$ cat config.mk
export PLATFORM = sky130hd
export DESIGN_NAME = linear_interp_resampler_core
export DESIGN_NICKNAME = d
export VERILOG_FILES = /design/src/lirs_pkg.sv /design/src/lirs_front.sv /design/src/lirs_back.sv /design/src/linear_interp_resampler_core.sv
export SDC_FILE = /design/constraint.sdc
export NUM_CORES = 2
export LEC_CHECK = 0
export ABC_AREA = 1
export BUFFER_PORTS_ARGS = -buffer_cell sky130_fd_sc_hd__buf_4
export CORE_AREA = 3 3 310 312
export DETAILED_ROUTE_END_ITERATION = 8
export DIE_AREA = 0 0 313 315
export PLACE_DENSITY = 0.52
export SLEW_MARGIN = 10
export SYNTH_ARGS = -nofsm -noshare
export SYNTH_HDL_FRONTEND = slang
export SYNTH_SLANG_ARGS = --single-unit
$ cat constraint.sdc
create_clock -name clk -period 10.8 [get_ports clk]
set_input_delay 0 -clock clk [delete_from_list [all_inputs] [get_ports clk]]
set_output_delay 0 -clock clk [all_outputs]
set_load 0.02 [all_outputs]
$ cat src/lirs_pkg.sv
package lirs_pkg;

    localparam int SAMPLE_BITS_DEF  = 24;
    localparam int FRAC_BITS_DEF    = 16;
    localparam int MAX_RUN_BITS_DEF = 20;

    localparam int STEP_BITS   = 21;
    localparam int MAX_RESULTS = 32;
    localparam int COUNT_BITS  = $clog2(MAX_RESULTS + 1);

    localparam int CFG_INDEX_BITS = 2;
    localparam logic [CFG_INDEX_BITS-1:0] CFG_STEP   = 2'd0;
    localparam logic [CFG_INDEX_BITS-1:0] CFG_BYPASS = 2'd1;

    localparam logic [STEP_BITS-1:0] STEP_RESET = 21'd65536;

    typedef struct packed {
        logic last;
        logic bypass;
    } lirs_flags_t;

    typedef enum logic [2:0] {
        ST_IDLE,
        ST_DECIDE,
        ST_MUL,
        ST_OUT,
        ST_FINISH
    } lirs_state_t;

endpackage

$ cat src/lirs_front.sv
module lirs_front #(
    parameter int SAMPLE_BITS = lirs_pkg::SAMPLE_BITS_DEF
) (
    input  logic                          clk,
    input  logic                          rst_n,
    input  logic                          in_valid,
    output logic                          in_stall,
    input  logic signed [SAMPLE_BITS-1:0] sample_in,
    input  logic                          last_in,
    input  logic                          bypass,
    output logic                          q_valid,
    output logic signed [SAMPLE_BITS-1:0] q_sample,
    output lirs_pkg::lirs_flags_t         q_flags,
    input  logic                          q_pop
);
    import lirs_pkg::*;

    // Two-entry queue; each word is tagged with its mode as it is accepted.
    logic signed [SAMPLE_BITS-1:0] sample_mem_reg [2];
    lirs_flags_t                   flags_mem_reg  [2];
    logic                          wr_ptr_reg;
    logic                          wr_ptr_next;
    logic                          rd_ptr_reg;
    logic                          rd_ptr_next;
    logic [1:0]                    count_reg;
    logic [1:0]                    count_next;
    logic                          push;
    logic                          pop;

    assign in_stall = (count_reg == 2'd2);
    assign push     = in_valid && !in_stall;
    assign pop      = q_pop && q_valid;
    assign q_valid  = (count_reg != 2'd0);
    assign q_sample = sample_mem_reg[rd_ptr_reg];
    assign q_flags  = flags_mem_reg[rd_ptr_reg];

    always_comb
    begin
        wr_ptr_next = push ? !wr_ptr_reg : wr_ptr_reg;
        rd_ptr_next = pop ? !rd_ptr_reg : rd_ptr_reg;
        count_next  = count_reg;
        if (push && !pop)
        begin
            count_next = count_reg + 2'd1;
        end
        else if (pop && !push)
        begin
            count_next = count_reg - 2'd1;
        end
    end

    always_ff @(posedge clk or negedge rst_n)
    begin
        if (!rst_n)
        begin
            wr_ptr_reg <= 1'b0;
            rd_ptr_reg <= 1'b0;
            count_reg  <= 2'd0;
        end
        else
        begin
            wr_ptr_reg <= wr_ptr_next;
            rd_ptr_reg <= rd_ptr_next;
            count_reg  <= count_next;
        end
    end

    always_ff @(posedge clk)
    begin
        if (push)
        begin
            sample_mem_reg[wr_ptr_reg]      <= sample_in;
            flags_mem_reg[wr_ptr_reg].last   <= last_in;
            flags_mem_reg[wr_ptr_reg].bypass <= bypass;
        end
    end

endmodule

$ cat src/lirs_back.sv
module lirs_back #(
    parameter int SAMPLE_BITS  = lirs_pkg::SAMPLE_BITS_DEF,
    parameter int FRAC_BITS    = lirs_pkg::FRAC_BITS_DEF,
    parameter int MAX_RUN_BITS = lirs_pkg::MAX_RUN_BITS_DEF
) (
    input  logic                             clk,
    input  logic                             rst_n,
    input  logic                             q_valid,
    input  logic signed [SAMPLE_BITS-1:0]    q_sample,
    input  lirs_pkg::lirs_flags_t            q_flags,
    output logic                             q_pop,
    input  logic [lirs_pkg::STEP_BITS-1:0]   step,
    output logic                             out_valid,
    input  logic                             out_stall,
    output logic signed [SAMPLE_BITS-1:0]    sample_out,
    output logic                             last_out
);
    import lirs_pkg::*;

    localparam int POS_BITS  = MAX_RUN_BITS + FRAC_BITS;
    localparam int WIDE_BITS = (POS_BITS > STEP_BITS) ? POS_BITS : STEP_BITS;
    localparam int REL_BITS  = WIDE_BITS + COUNT_BITS + 1;
    localparam int PROD_BITS = SAMPLE_BITS + FRAC_BITS + 2;

    localparam logic [REL_BITS-1:0]  REL_ONE  = {{(REL_BITS-1){1'b0}}, 1'b1} << FRAC_BITS;
    localparam logic [REL_BITS-1:0]  REL_TWO  = REL_ONE << 1;
    localparam logic [POS_BITS-1:0]  POS_TWO  = {{(POS_BITS-1){1'b0}}, 1'b1} << (FRAC_BITS + 1);
    localparam logic [STEP_BITS-1:0] MIN_STEP =
        {{(STEP_BITS-1){1'b0}}, 1'b1} << (FRAC_BITS - 4);
    localparam logic [COUNT_BITS-1:0] N_MAX  = COUNT_BITS'(MAX_RESULTS);

    lirs_state_t state_reg;
    lirs_state_t state_next;

    logic signed [SAMPLE_BITS-1:0] x_reg;
    logic signed [SAMPLE_BITS-1:0] x_next;
    logic                          last_reg;
    logic                          last_next;
    logic                          byp_reg;
    logic                          byp_next;
    logic signed [SAMPLE_BITS-1:0] prev_reg;
    logic signed [SAMPLE_BITS-1:0] prev_next;
    logic                          have_prev_reg;
    logic                          have_prev_next;
    logic [POS_BITS-1:0]           pos_reg;
    logic [POS_BITS-1:0]           pos_next;
    logic [MAX_RUN_BITS-1:0]       cnt_reg;
    logic [MAX_RUN_BITS-1:0]       cnt_next;
    logic [REL_BITS-1:0]           rel_reg;
    logic [REL_BITS-1:0]           rel_next;
    logic [COUNT_BITS-1:0]         n_reg;
    logic [COUNT_BITS-1:0]         n_next;
    logic signed [PROD_BITS-1:0]   prod_reg;
    logic signed [PROD_BITS-1:0]   prod_next;
    logic signed [SAMPLE_BITS-1:0] val_reg;
    logic signed [SAMPLE_BITS-1:0] val_next;
    logic                          pend_valid_reg;
    logic                          pend_valid_next;
    logic signed [SAMPLE_BITS-1:0] pend_reg;
    logic signed [SAMPLE_BITS-1:0] pend_next;
    logic                          out_valid_reg;
    logic                          out_valid_next;
    logic signed [SAMPLE_BITS-1:0] out_sample_reg;
    logic signed [SAMPLE_BITS-1:0] out_sample_next;
    logic                          out_last_reg;
    logic                          out_last_next;

    logic [STEP_BITS-1:0]          st_eff;
    logic [MAX_RUN_BITS-1:0]       base;
    logic [POS_BITS-1:0]           rel_start;
    logic [POS_BITS-1:0]           relp;
    logic                          can_interp;
    logic                          can_copy;
    logic                          out_ready;
    logic                          end_run;
    logic                          need_push;
    logic signed [SAMPLE_BITS:0]   diff;
    logic signed [FRAC_BITS:0]     frac_s;
    logic signed [PROD_BITS-1:0]   acc;
    logic signed [PROD_BITS-1:0]   quot;

    assign st_eff     = (step < MIN_STEP) ? MIN_STEP : step;
    assign base       = have_prev_reg ? (cnt_reg - 1'b1) : cnt_reg;
    assign rel_start  = pos_reg - {base, {FRAC_BITS{1'b0}}};
    assign relp       = pos_reg - {cnt_reg, {FRAC_BITS{1'b0}}};
    assign can_interp = have_prev_reg && (rel_reg < REL_ONE) && (n_reg < N_MAX);
    assign can_copy   = last_reg && (rel_reg < (have_prev_reg ? REL_TWO : REL_ONE))
                        && (n_reg < N_MAX);
    assign out_ready  = !out_valid_reg || !out_stall;
    assign end_run    = byp_reg || last_reg;
    assign need_push  = pend_valid_reg && (end_run || (relp < POS_TWO));

    assign diff   = (SAMPLE_BITS+1)'(x_reg) - (SAMPLE_BITS+1)'(prev_reg);
    assign frac_s = $signed({1'b0, rel_reg[FRAC_BITS-1:0]});

    always_comb
    begin
        acc  = (PROD_BITS'(prev_reg) <<< FRAC_BITS) + prod_reg;
        quot = acc >>> FRAC_BITS;
        if (acc[PROD_BITS-1] && (|acc[FRAC_BITS-1:0]))
        begin
            quot = quot + PROD_BITS'(1);
        end
    end

    assign q_pop      = (state_reg == ST_IDLE) && q_valid;
    assign out_valid  = out_valid_reg;
    assign sample_out = out_sample_reg;
    assign last_out   = out_last_reg;

    always_comb
    begin
        state_next = state_reg;
        case (state_reg)
            ST_IDLE:
            begin
                if (q_valid)
                begin
                    state_next = ST_DECIDE;
                end
            end
            ST_DECIDE:
            begin
                if (byp_reg)
                begin
                    state_next = ST_OUT;
                end
                else if (can_interp)
                begin
                    state_next = ST_MUL;
                end
                else if (can_copy)
                begin
                    state_next = ST_OUT;
                end
                else
                begin
                    state_next = ST_FINISH;
                end
            end
            ST_MUL:
            begin
                state_next = ST_OUT;
            end
            ST_OUT:
            begin
                if (!pend_valid_reg || out_ready)
                begin
                    state_next = byp_reg ? ST_FINISH : ST_DECIDE;
                end
            end
            ST_FINISH:
            begin
                if (!need_push || out_ready)
                begin
                    state_next = ST_IDLE;
                end
            end
            default:
            begin
                state_next = ST_IDLE;
            end
        endcase
    end

    always_comb
    begin
        x_next          = x_reg;
        last_next       = last_reg;
        byp_next        = byp_reg;
        prev_next       = prev_reg;
        have_prev_next  = have_prev_reg;
        pos_next        = pos_reg;
        cnt_next        = cnt_reg;
        rel_next        = rel_reg;
        n_next          = n_reg;
        prod_next       = prod_reg;
        val_next        = val_reg;
        pend_valid_next = pend_valid_reg;
        pend_next       = pend_reg;
        out_valid_next  = out_valid_reg && out_stall;
        out_sample_next = out_sample_reg;
        out_last_next   = out_last_reg;
        case (state_reg)
            ST_IDLE:
            begin
                if (q_valid)
                begin
                    x_next    = q_sample;
                    last_next = q_flags.last;
                    byp_next  = q_flags.bypass;
                    rel_next  = REL_BITS'(rel_start);
                    n_next    = pend_valid_reg ? COUNT_BITS'(1) : COUNT_BITS'(0);
                end
            end
            ST_DECIDE:
            begin
                val_next  = x_reg;
                prod_next = PROD_BITS'(diff * frac_s);
            end
            ST_MUL:
            begin
                val_next = quot[SAMPLE_BITS-1:0];
            end
            ST_OUT:
            begin
                if (!pend_valid_reg || out_ready)
                begin
                    if (pend_valid_reg)
                    begin
                        out_valid_next  = 1'b1;
                        out_sample_next = pend_reg;
                        out_last_next   = 1'b0;
                    end
                    pend_next       = val_reg;
                    pend_valid_next = 1'b1;
                    n_next          = n_reg + COUNT_BITS'(1);
                    if (!byp_reg)
                    begin
                        rel_next = rel_reg + REL_BITS'(st_eff);
                        pos_next = pos_reg + POS_BITS'(st_eff);
                    end
                end
            end
            ST_FINISH:
            begin
                if (!need_push || out_ready)
                begin
                    if (need_push)
                    begin
                        out_valid_next  = 1'b1;
                        out_sample_next = pend_reg;
                        out_last_next   = last_reg;
                        pend_valid_next = 1'b0;
                    end
                    if (end_run)
                    begin
                        prev_next      = '0;
                        have_prev_next = 1'b0;
                        pos_next       = '0;
                        cnt_next       = '0;
                    end
                    else
                    begin
                        prev_next      = x_reg;
                        have_prev_next = 1'b1;
                        cnt_next       = cnt_reg + 1'b1;
                    end
                end
            end
            default:
            begin
            end
        endcase
    end

    always_ff @(posedge clk or negedge rst_n)
    begin
        if (!rst_n)
        begin
            state_reg      <= ST_IDLE;
            prev_reg       <= '0;
            have_prev_reg  <= 1'b0;
            pos_reg        <= '0;
            cnt_reg        <= '0;
            pend_valid_reg <= 1'b0;
            out_valid_reg  <= 1'b0;
        end
        else
        begin
            state_reg      <= state_next;
            prev_reg       <= prev_next;
            have_prev_reg  <= have_prev_next;
            pos_reg        <= pos_next;
            cnt_reg        <= cnt_next;
            pend_valid_reg <= pend_valid_next;
            out_valid_reg  <= out_valid_next;
        end
    end

    always_ff @(posedge clk)
    begin
        x_reg          <= x_next;
        last_reg       <= last_next;
        byp_reg        <= byp_next;
        rel_reg        <= rel_next;
        n_reg          <= n_next;
        prod_reg       <= prod_next;
        val_reg        <= val_next;
        pend_reg       <= pend_next;
        out_sample_reg <= out_sample_next;
        out_last_reg   <= out_last_next;
    end

endmodule

$ cat src/linear_interp_resampler_core.sv
// Linear-interpolation sample-rate converter for one mono audio stream.
// Input channel: one signed source sample per word, with last_in marking the
// final sample of a run. Output channel: resampled words, with last_out on the
// final output of the run. Both channels move a word when valid is high and
// stall is low. The configuration channel writes step (index 0, source samples
// per output, unsigned 5.16) and bypass (index 1) whenever valid and ready
// are high; ready is always high. Writes are to be made only while the block
// is idle; the block itself does not enforce this. A two-word queue takes
// input words while the back-end sequencer works. Per source word the
// sequencer passes through ST_IDLE, ST_DECIDE and ST_FINISH; an interpolated
// output takes ST_DECIDE (one shared multiplier), ST_MUL (the rounding step)
// and ST_OUT, a copied output ST_DECIDE and ST_OUT, and a bypassed word
// ST_IDLE, ST_DECIDE, ST_OUT and ST_FINISH. The newest output waits in a
// holding register until the next output is formed or the word finishes.
// That newest output may be held back until the next word when a large step
// means the run could end without producing another output. A stalled
// receiver holds the output register; the sequencer then waits and the queue
// fills, after which in_stall rises. Reset sets step to 1.0, clears bypass,
// empties queue and output register and starts a fresh run.
module linear_interp_resampler_core #(
    parameter int SAMPLE_BITS  = lirs_pkg::SAMPLE_BITS_DEF,
    parameter int FRAC_BITS    = lirs_pkg::FRAC_BITS_DEF,
    parameter int MAX_RUN_BITS = lirs_pkg::MAX_RUN_BITS_DEF
) (
    input  logic                                clk,
    input  logic                                rst_n,
    input  logic                                in_valid,
    output logic                                in_stall,
    input  logic signed [SAMPLE_BITS-1:0]       sample_in,
    input  logic                                last_in,
    output logic                                out_valid,
    input  logic                                out_stall,
    output logic signed [SAMPLE_BITS-1:0]       sample_out,
    output logic                                last_out,
    input  logic                                cfg_valid,
    output logic                                cfg_ready,
    input  logic [lirs_pkg::CFG_INDEX_BITS-1:0] cfg_index,
    input  logic [lirs_pkg::STEP_BITS-1:0]      cfg_data
);
    import lirs_pkg::*;

    logic [STEP_BITS-1:0]          step_reg;
    logic                          bypass_reg;
    logic                          q_valid;
    logic signed [SAMPLE_BITS-1:0] q_sample;
    lirs_flags_t                   q_flags;
    logic                          q_pop;

    assign cfg_ready = 1'b1;

    always_ff @(posedge clk or negedge rst_n)
    begin
        if (!rst_n)
        begin
            step_reg   <= STEP_RESET;
            bypass_reg <= 1'b0;
        end
        else if (cfg_valid && cfg_ready)
        begin
            case (cfg_index)
                CFG_STEP:   step_reg   <= cfg_data;
                CFG_BYPASS: bypass_reg <= cfg_data[0];
                default:
                begin
                end
            endcase
        end
    end

    lirs_front #(
        .SAMPLE_BITS (SAMPLE_BITS)
    ) u_front (
        .clk       (clk),
        .rst_n     (rst_n),
        .in_valid  (in_valid),
        .in_stall  (in_stall),
        .sample_in (sample_in),
        .last_in   (last_in),
        .bypass    (bypass_reg),
        .q_valid   (q_valid),
        .q_sample  (q_sample),
        .q_flags   (q_flags),
        .q_pop     (q_pop)
    );

    lirs_back #(
        .SAMPLE_BITS  (SAMPLE_BITS),
        .FRAC_BITS    (FRAC_BITS),
        .MAX_RUN_BITS (MAX_RUN_BITS)
    ) u_back (
        .clk        (clk),
        .rst_n      (rst_n),
        .q_valid    (q_valid),
        .q_sample   (q_sample),
        .q_flags    (q_flags),
        .q_pop      (q_pop),
        .step       (step_reg),
        .out_valid  (out_valid),
        .out_stall  (out_stall),
        .sample_out (sample_out),
        .last_out   (last_out)
    );

endmodule

==> impl_metrics.json <==
{
  "core-area_um2": 93300,
  "die_outline_area_um2": 98600,
  "filler_cell_count": 9511,
  "timing.final.hold_violations": 0,
  "netlist.area_leader.share_pct": 21.3,
  "critical_path.max_fanout": 12,
  "syn_inst": 4570,
  "cts_tree": "built",
  "cts.reportedPaths.clkPinSlew_ps": 60,
  "insertion_delay_ps": 610,
  "cts_num_sinks": 354,
  "largest_register_ff_count": 48,
  "grt_first_pass_wirelength_mm": 176,
  "post_synth_most_frequent_cells": "nand2_1, inv_1, nor2_1",
  "final_core_util_pct": 44.2,
  "setup_slack_ps": 1740,
  "synth_edf_count": 242,
  "worst_slew_margin_rel_pct": 19.2,
  "dp_hpwl_mm": 88.4,
  "timing.final.crit_share_pct": 83.9,
  "boundaryPins": 81,
  "post_route_cells_drive_above_1_share_pct": 6.36,
  "remaining_drc_errors": 0,
  "worstPathRequired_ps": 11150,
  "synthesis.area_um2": 37400,
  "place_ws_ps": 1770,
  "postSynthRegisterBits": 354,
  "tritoncts.num_buffers": 43,
  "setup_tns_ps": 0,
  "grt_setup_unrepaired": "no",
  "critical-path-slowest-cell": "fa_1",
  "layout.nets": 5353,
  "status": "complete, no violations",
  "crit_path_end_kind": "flop",
  "antenna_cells_inserted": 0,
  "fmax_mhz": 110,
  "syn_nets": 5257,
  "antenna_violating_nets_post_route": 0,
  "synth_area_leader_cell": "fa_1",
  "worstSetupStartpoint": "u_back.prev_reg[0]",
  "drt-vias-per-instance": 5.04,
  "number_of_port_buffers": 79,
  "clock_skew_ps": 33.7,
  "groute.usage.overall_pct": 22.9,
  "synth.area.top_cells": "fa_1, edfxtp_1, nand2_1, inv_1, ha_1",
  "cts.repair.resized": 0,
  "critical_path.startpoint_type": "flop",
  "final_setup_vio_count": 0,
  "fin_worst_hold_slack_ps": 11.4,
  "worst_ep_arrival_ps": 9410,
  "synth_most_common_cell": "nand2_1",
  "ys_seq_area_share_pct": 27.0,
  "tightestPinTransition_ps": 1210,
  "path_class": "reg2reg",
  "timing.max_cap.violations": 0,
  "postSynthAreaPerCell_um2": 8.17,
  "final-max-slew-violation-count": 0,
  "growth_of_design_area_from_synthesis_to_finish_pct": 10.5,
  "yosys_warnings": 0,
  "first_global_vias": 31300,
  "std_cell_rows": 112,
  "drt_pass1_iterations": 8,
  "gr-total-overflow": 0,
  "timing.hold.worst.class": "in2async",
  "synth-main-ff-cell": "edfxtp_1",
  "grt_antenna_before_repair": 0,
  "place_congestion": 0.895,
  "vias": 30000,
  "netlist-cell-type-count": 56,
  "drt-wirelength-per-cell_um": 18.5,
  "cts_buffer_depth": 3,
  "initial_core_util_pct": 40.0,
  "postSynth.asyncResetShare_pct": 31.6,
  "clock-root-buffer": "clkbuf_16",
  "routed_wirelength_mm": 110,
  "cts.htree.levels": 2,
  "initialDrtViolationCount": 1802,
  "critical_path_max_stage_delay_ps": 540,
  "crit-reg2reg-launch": "u_back.prev_reg[0]",
  "largest_net_degree_at_the_start_of_global_routing": 66,
  "final_period_minus_worst_setup_slack_ps": 9060,
  "chipHeight_um": 315,
  "die_w_um": 313
}
worst max-delay path: cells and delay by family, from the launching register on:
| kind | cells | cell delay, ps |
|---|---|---|
| AO/OA/AOI/OAI | 3 | 500 |
| XOR/XNOR | 1 | 60 |
| adder cells (fa/ha/maj) | 9 | 4010 |
| buffers and inverters | 6 | 800 |
| flip-flops | 1 | 400 |
| AND/OR/NAND/NOR | 17 | 3030 |
per-layer routing:
layer | share of wire (%) | global-route usage (%) | up-vias | routed length (um)
li1 | - | - | 14600 | -
met1 | 43 | 29.2 | 14600 | 46900
met2 | 50 | 41.5 | 668 | 55600
met3 | 4.7 | 2.93 | 133 | 5180
met4 | 2.3 | 5.35 | 0 | 2580
met5 | 0 | 0 | - | 0
cell type report:
type / count / area, um^2 / area share, %
Clock buffer: 58 / 1180 / 2.87
Clock inverter: 19 / 238 / 0.576
Inverter: 876 / 3290 / 7.97
Multi-Input combinational cell: 3227 / 23600 / 57.1
Sequential cell: 354 / 10100 / 24.4
Tap cell: 1254 / 1570 / 3.80
Timing Repair Buffer: 164 / 1360 / 3.29
repair_timing:
| item | 4_1_cts | 5_1_grt |
|---|---|---|
| hold buffers | 51 | 0 |
| buffers inserted | 0 | 0 |
| hold endpoints to repair | 123 | 0 |
path summary, 6_finish.rpt:
| kind | endpoint | cells past startpoint | slack (ps) |
|---|---|---|---|
| max | u_back.prod_reg[40] | 36 | 1740 |
| max in group asynchronous | step_reg[18] | 3 | 9360 |
| min | u_back.cnt_reg[10] | 2 | 10 |
| min in group clk | u_front.sample_mem_reg[0][4] | 2 | 130 |
| max reg2reg | u_back.prod_reg[40] | 36 | 1740 |
| min reg2reg | u_back.sample_out[6] | 0 | 420 |
cells in the final DEF (no fill, tap or decap), types with 20 or more instances in the layout:
master           n
nand4_1         34
nand2_1        909
xor2_1          94
o21ai_1         21
a21oi_1        224
a31oi_1         25
dlygate4sd3_1   51
nor4_1          25
or2_2           52
clkbuf_16       43
xnor2_1         56
inv_1          868
o21ai_0        190
buf_4          113
nand3_1        254
ha_1           237
edfxtp_1       242
nor2_1         484
o21a_1          20
nor3_1          42
dfrtp_1        111
fa_1           397
mux2_2          35
through the flow:
stage	instance area, um^2	instances
final	41300	5952
after global routing	41300	5952
after CTS	41300	5952
after detailed placement	39300	5824
after global placement	39300	5824
after floorplan	37400	4570
cell families (layout without fill, tap and decap cells):
logic type | count (synthesis) | in the layout | synth area share [%]
XOR/XNOR | 152 | 152 | 3.58
flip-flops | 354 | 354 | 27.0
AND/OR/NAND/NOR | 1852 | 1852 | 20.9
buffers and inverters | 989 | 1117 | 10.1
other | 1 | 1 | 0.0100
adder cells (fa/ha/maj) | 634 | 634 | 29.2
AO/OA/AOI/OAI | 552 | 552 | 8.11
multiplexers | 36 | 36 | 1.08
Power is left out: the tool's default activity adds up to more than one toggle a clock period on the data nets, which glitch-free logic cannot reach.
